**src/rtl/jrc_pkg.sv**
```systemverilog
package jrc_pkg;

  localparam int IN_W   = 32;
  localparam int DIFF_W = 33;
  localparam int SQ_W   = 66;
  localparam int N_W    = 66;
  localparam int COS_W  = 31;
  localparam int SIN_W  = 32;

  localparam int LANES    = 2;
  localparam int LANE_COS = 0;
  localparam int LANE_SIN = 1;

  // sideband that travels with every beat through the pipeline
  typedef struct packed {
    logic vld;
    logic zero;
    logic neg;
  } side_t;

  // widths of the search state, from the fraction width
  function automatic int s_w(input int f);
    return f + 4;
  endfunction

  function automatic int p_w(input int f);
    return 2 * f + 5;
  endfunction

  function automatic int t1_w(input int f);
    return N_W + f + 3;
  endfunction

  function automatic int t2_w(input int f);
    return N_W + 2 * f + 5;
  endfunction

  function automatic int t3_w(input int f);
    return N_W + 3 * f + 7;
  endfunction

  function automatic int w_w(input int f);
    return N_W + 4 * f + 10;
  endfunction

endpackage

```
**src/rtl/jrc_prep.sv**
```systemverilog
module jrc_prep #(
  parameter int FRAC_BITS = 30,
  localparam int SW  = jrc_pkg::s_w(FRAC_BITS),
  localparam int PW  = jrc_pkg::p_w(FRAC_BITS),
  localparam int T1W = jrc_pkg::t1_w(FRAC_BITS),
  localparam int T2W = jrc_pkg::t2_w(FRAC_BITS),
  localparam int T3W = jrc_pkg::t3_w(FRAC_BITS),
  localparam int WW  = jrc_pkg::w_w(FRAC_BITS)
) (
  input  logic                          clk,
  input  logic                          rst_n,
  input  logic                          in_vld,
  output logic                          in_rdy,
  input  logic signed [31:0]            in_xii,
  input  logic signed [31:0]            in_xij,
  input  logic signed [31:0]            in_xjj,
  output jrc_pkg::side_t                out_side,
  input  logic                          out_rdy,
  output logic [jrc_pkg::N_W-1:0]       out_n,
  output logic signed [SW-1:0]          out_s  [2],
  output logic [PW-1:0]                 out_p  [2],
  output logic signed [T1W-1:0]         out_t1 [2],
  output logic signed [T2W-1:0]         out_t2 [2],
  output logic signed [T3W-1:0]         out_t3 [2],
  output logic signed [WW-1:0]          out_w  [2]
);

  logic                                 adv_a;
  logic                                 adv_b;
  logic signed [jrc_pkg::DIFF_W-1:0]    d;
  logic [jrc_pkg::DIFF_W-1:0]           a_mag;
  logic [31:0]                          off_mag;
  jrc_pkg::side_t                       side_a_r;
  logic [jrc_pkg::SQ_W-1:0]             a2_r;
  logic [jrc_pkg::SQ_W-1:0]             b2_r;
  jrc_pkg::side_t                       side_b_r;
  logic [jrc_pkg::N_W-1:0]              n_nxt;
  logic signed [WW-1:0]                 nx;
  logic signed [WW-1:0]                 b2x;
  logic signed [WW-1:0]                 w_nxt;
  logic [jrc_pkg::N_W-1:0]              n_r;
  logic signed [WW-1:0]                 w_r;

  // stage handshake: a stage takes a beat when empty or draining
  assign adv_b  = !side_b_r.vld || out_rdy;
  assign adv_a  = !side_a_r.vld || adv_b;
  assign in_rdy = adv_a;

  // difference of the diagonals and magnitudes
  assign d       = {in_xjj[31], in_xjj} - {in_xii[31], in_xii};
  assign a_mag   = d[jrc_pkg::DIFF_W-1] ? jrc_pkg::DIFF_W'(-d) : jrc_pkg::DIFF_W'(d);
  assign off_mag = in_xij[31] ? 32'(-in_xij) : 32'(in_xij);

  always_ff @(posedge clk) begin
    if (!rst_n) begin
      side_a_r <= '0;
    end else if (adv_a) begin
      side_a_r.vld  <= in_vld;
      side_a_r.zero <= (in_xij == 32'sd0);
      side_a_r.neg  <= (d != '0) && (d[jrc_pkg::DIFF_W-1] != in_xij[31]);
    end
  end

  // square both magnitudes; (2|x_ij|)^2 is four times |x_ij|^2
  always_ff @(posedge clk) begin
    if (adv_a) begin
      a2_r <= jrc_pkg::SQ_W'(a_mag) * jrc_pkg::SQ_W'(a_mag);
      b2_r <= (jrc_pkg::SQ_W'(off_mag) * jrc_pkg::SQ_W'(off_mag)) << 2;
    end
  end

  // initial search state for candidate zero
  assign n_nxt = jrc_pkg::N_W'(a2_r + b2_r);
  assign nx    = {{(WW - jrc_pkg::N_W){1'b0}}, n_nxt};
  assign b2x   = {{(WW - jrc_pkg::SQ_W){1'b0}}, b2_r};
  assign w_nxt = nx - (nx <<< (2 * FRAC_BITS + 2)) + (b2x <<< (4 * FRAC_BITS + 2));

  always_ff @(posedge clk) begin
    if (!rst_n) begin
      side_b_r <= '0;
    end else if (adv_b) begin
      side_b_r <= side_a_r;
    end
  end

  always_ff @(posedge clk) begin
    if (adv_b) begin
      n_r <= n_nxt;
      w_r <= w_nxt;
    end
  end

  assign out_side = side_b_r;
  assign out_n    = n_r;

  // both searches start from the same point
  for (genvar l = 0; l < jrc_pkg::LANES; l++) begin : g_lane
    assign out_s[l]  = -SW'(1);
    assign out_p[l]  = PW'(1);
    assign out_t1[l] = -T1W'(n_r);
    assign out_t2[l] = T2W'(n_r);
    assign out_t3[l] = -T3W'(n_r);
    assign out_w[l]  = w_r;
  end

endmodule

```
**config.mk**
```make
export PLATFORM = sky130hd
export DESIGN_NAME = jrc_prep
export DESIGN_NICKNAME = d
export VERILOG_FILES = /design/src/rtl/jrc_pkg.sv /design/src/rtl/jrc_prep.sv
export SDC_FILE = /design/constraint.sdc
export NUM_CORES = 2
export LEC_CHECK = 0
export ABC_AREA = 1
export BUFFER_PORTS_ARGS = -buffer_cell sky130_fd_sc_hd__buf_2
export CAP_MARGIN = 20
export CORE_AREA = 2 2 596 598
export CTS_CLUSTER_DIAMETER = 80
export CTS_CLUSTER_SIZE = 40
export DETAILED_ROUTE_END_ITERATION = 7
export DIE_AREA = 0 0 598 600
export PLACE_DENSITY = 0.52
export SLEW_MARGIN = 20
export SYNTH_ARGS = -nofsm -noshare
export SYNTH_HDL_FRONTEND = slang
export SYNTH_SLANG_ARGS = --single-unit
```
**constraint.sdc**
```tcl
create_clock -name clk -period 12.25 [get_ports clk]
set_input_delay 1.8375 -clock clk [delete_from_list [all_inputs] [get_ports clk]]
set_output_delay 1.8375 -clock clk [all_outputs]
set_load 0.01 [all_outputs]
```
==> results.cfg <==
[critical_path]
critPathBufInv = 12
cp-start-kind = input pin
cp.required_ps = 12650
crit_fanout = 7
crit_type = input pin to register
cp.arrival_ps = 12160
cp_top_family = adder cells
critPathSlowestCell = fa_1
regToRegSetupSlack_ps = 1570
end_kind = register
timing.rr.start = b2_r[15]
cp_slowest_stage_delay_ps = 560
setup.worst_path.start = in_xii[0]

[timing]
worstMarginPinSlew_ps = 1280
hold_violations = 0
setup_viol = 0
slew_headroom = 0.135
min_period_ps = 11760
hold_slack_ps = 461
finalMaxSlewViolations = 0
rsz0062_at_grt = false
period_share = 0.960
fin_skew_ps = 77.3
fmax_mhz = 85.1

[clock_network]
htreeDepth = 1
cts_tree = done
clkTransAtPathRegs_ps = 90
numCtsBuffers = 30
cts_sinks = 327
cts_buffer_depth = 3
cts_root_buffer = clkbuf_16
clock_latency_ps = 710

[synthesis]
async_flop_share = 0
syn_inst = 11272
ys_seq_area_frac = 0.105
syn-mean-instance-area_um2 = 8.28
synth_flop_cell = edfxtp_1
ys_ff_latch = 327
synth.distinct_cells = 68
yosysTopAreaCellShare = 0.361
netlist.top_cell.by_area = fa_1
syn-cell-area_mm2 = 0.0933
synth_edf_count = 321
synthTopCellsByArea = fa_1 36%, inv_1 11%, edfxtp_1 10%
yosys_warnings = 0

[worst_hold_path]
min_path_type = register to register
hold_start = side_a_r[2]

[route]
routed_wl_mm = 468
vias_per_cell = 4.54
dr.pass1.iters = 7
drtIter0Drc = 8043
drc = 0
vias = 77632
avgRoutedWirePerCell_um = 27.4
drtAntennaViolNets = 0

[global_route]
antenna_found_initial = 132
overflow = 0
grt_pass1_wl_mm = 624
first_global_vias = 75562
grt_max_degree = 73
grt_usage = 0.256

[cells_and_area]
layout-drive-gt1-share = 0.181
final_common_cell = inv_1
design_area_mm2 = 0.106
syn2layout_area_growth_pct = 13.1
finalNetCount = 14857
layout_common_cells = 2,809 x inv_1, 1,683 x fa_1, 1,532 x nand2_1, 1,249 x nor2_1, 1,212 x buf_2

[run]
drv_cap = 0

[floorplanning]
rows = 218
die_area_mm2 = 0.359
die_width_um = 598
initial_core_util = 0.265
core-area_mm2 = 0.352
boundaryPins = 1546
fp.dieH_um = 600

[place]
dpl-instance-area_mm2 = 0.104
place_congestion = 0.986
port_buffers = 1212
hpwlAfterDp_mm = 417

[status]
status = complete, no violations
[layout make-up]
type | instances | area (um2)
Timing Repair Buffer | 1991 | 12400
Fill cell | 38350 | 246000
Antenna cell | 85 | 213
Multi-Input combinational cell | 7184 | 65500
Sequential cell | 327 | 9760
Clock buffer | 31 | 754
Clock inverter | 25 | 422
Inverter | 2843 | 10700
Tap cell | 4620 | 5780
[sequential cells by signal, summed over array words and instances (netlist names)]
name,count
out_n,65
side_a_r,3
a2_r,65
out_side,3
w_r,128
b2_r,63
[worst register-to-register path: cells and delay by family (launching register included)]
family | cells | cell delay, ps
and+or+nand+nor | 33 | 4730
AOI/OAI and AO/OA | 10 | 2330
xor gates and xnor gates | 3 | 1430
adders and majority gates | 3 | 1090
DFF | 1 | 540
buffers and inverters | 2 | 270
[timing repair]
| action | in CTS | in global routing |
|---|---|---|
| resized for setup | 0 | 30 |
| setup endpoints to repair | 0 | 17 |
| setup buffers | 0 | 3 |
| hold buffers | 0 | 0 |
[cell families (layout without fill, tap and decap cells)]
group	after synthesis	count (layout)	synth area share
buf+inv	4144	4890	0.213
simple gates	3253	3253	0.143
fa+ha+maj	2380	2380	0.454
compound gates	759	759	0.0460
xor+xnor	407	407	0.0389
flops	327	327	0.105
other cells	2	470	0.0000805
[routing by layer]
| metal | part of all wire | wire (um) | global-route usage | vias to the layer above |
|---|---|---|---|---|
| met5 | 0.00022 | 103 | 0.00334 | - |
| met4 | 0.069 | 32500 | 0.150 | 8 |
| met3 | 0.092 | 43100 | 0.0583 | 483 |
| met2 | 0.43 | 200000 | 0.383 | 3798 |
| met1 | 0.41 | 192000 | 0.338 | 39079 |
| li1 | - | - | - | 34264 |
[stage by stage]
stage          worst slack [ps]  cells  setup TNS, ps  utilization
2_1_floorplan               672  11655              0            -
3_3_place_gp               -230  16960          -1300        0.295
3_5_place_dp               -241  16962          -1170        0.296
4_1_cts                     399  17018              0        0.299
5_1_grt                    2.28  17042              0        0.300
6_report                    493  17106              0        0.300
[worst paths after layout]
path,end,depth (start not counted)
max,a2_r[59],51
min,out_side[2],2
max reg2reg,w_r[176],51
min reg2reg,out_side[2],2
[cell usage after synthesis, types with 76 or more instances]
library cell / count
a21oi_1: 371
buf_4: 1124
clkbuf_1: 110
edfxtp_1: 321
fa_1: 1683
ha_1: 697
inv_1: 2815
nand2_1: 1541
nand3_1: 158
nor2_1: 1255
nor3_1: 76
o21ai_0: 161
xnor2_1: 116
xor2_1: 282
Power is not shown: default switching activity piles up to over one toggle a cycle in this logic, so the estimate is an artifact.
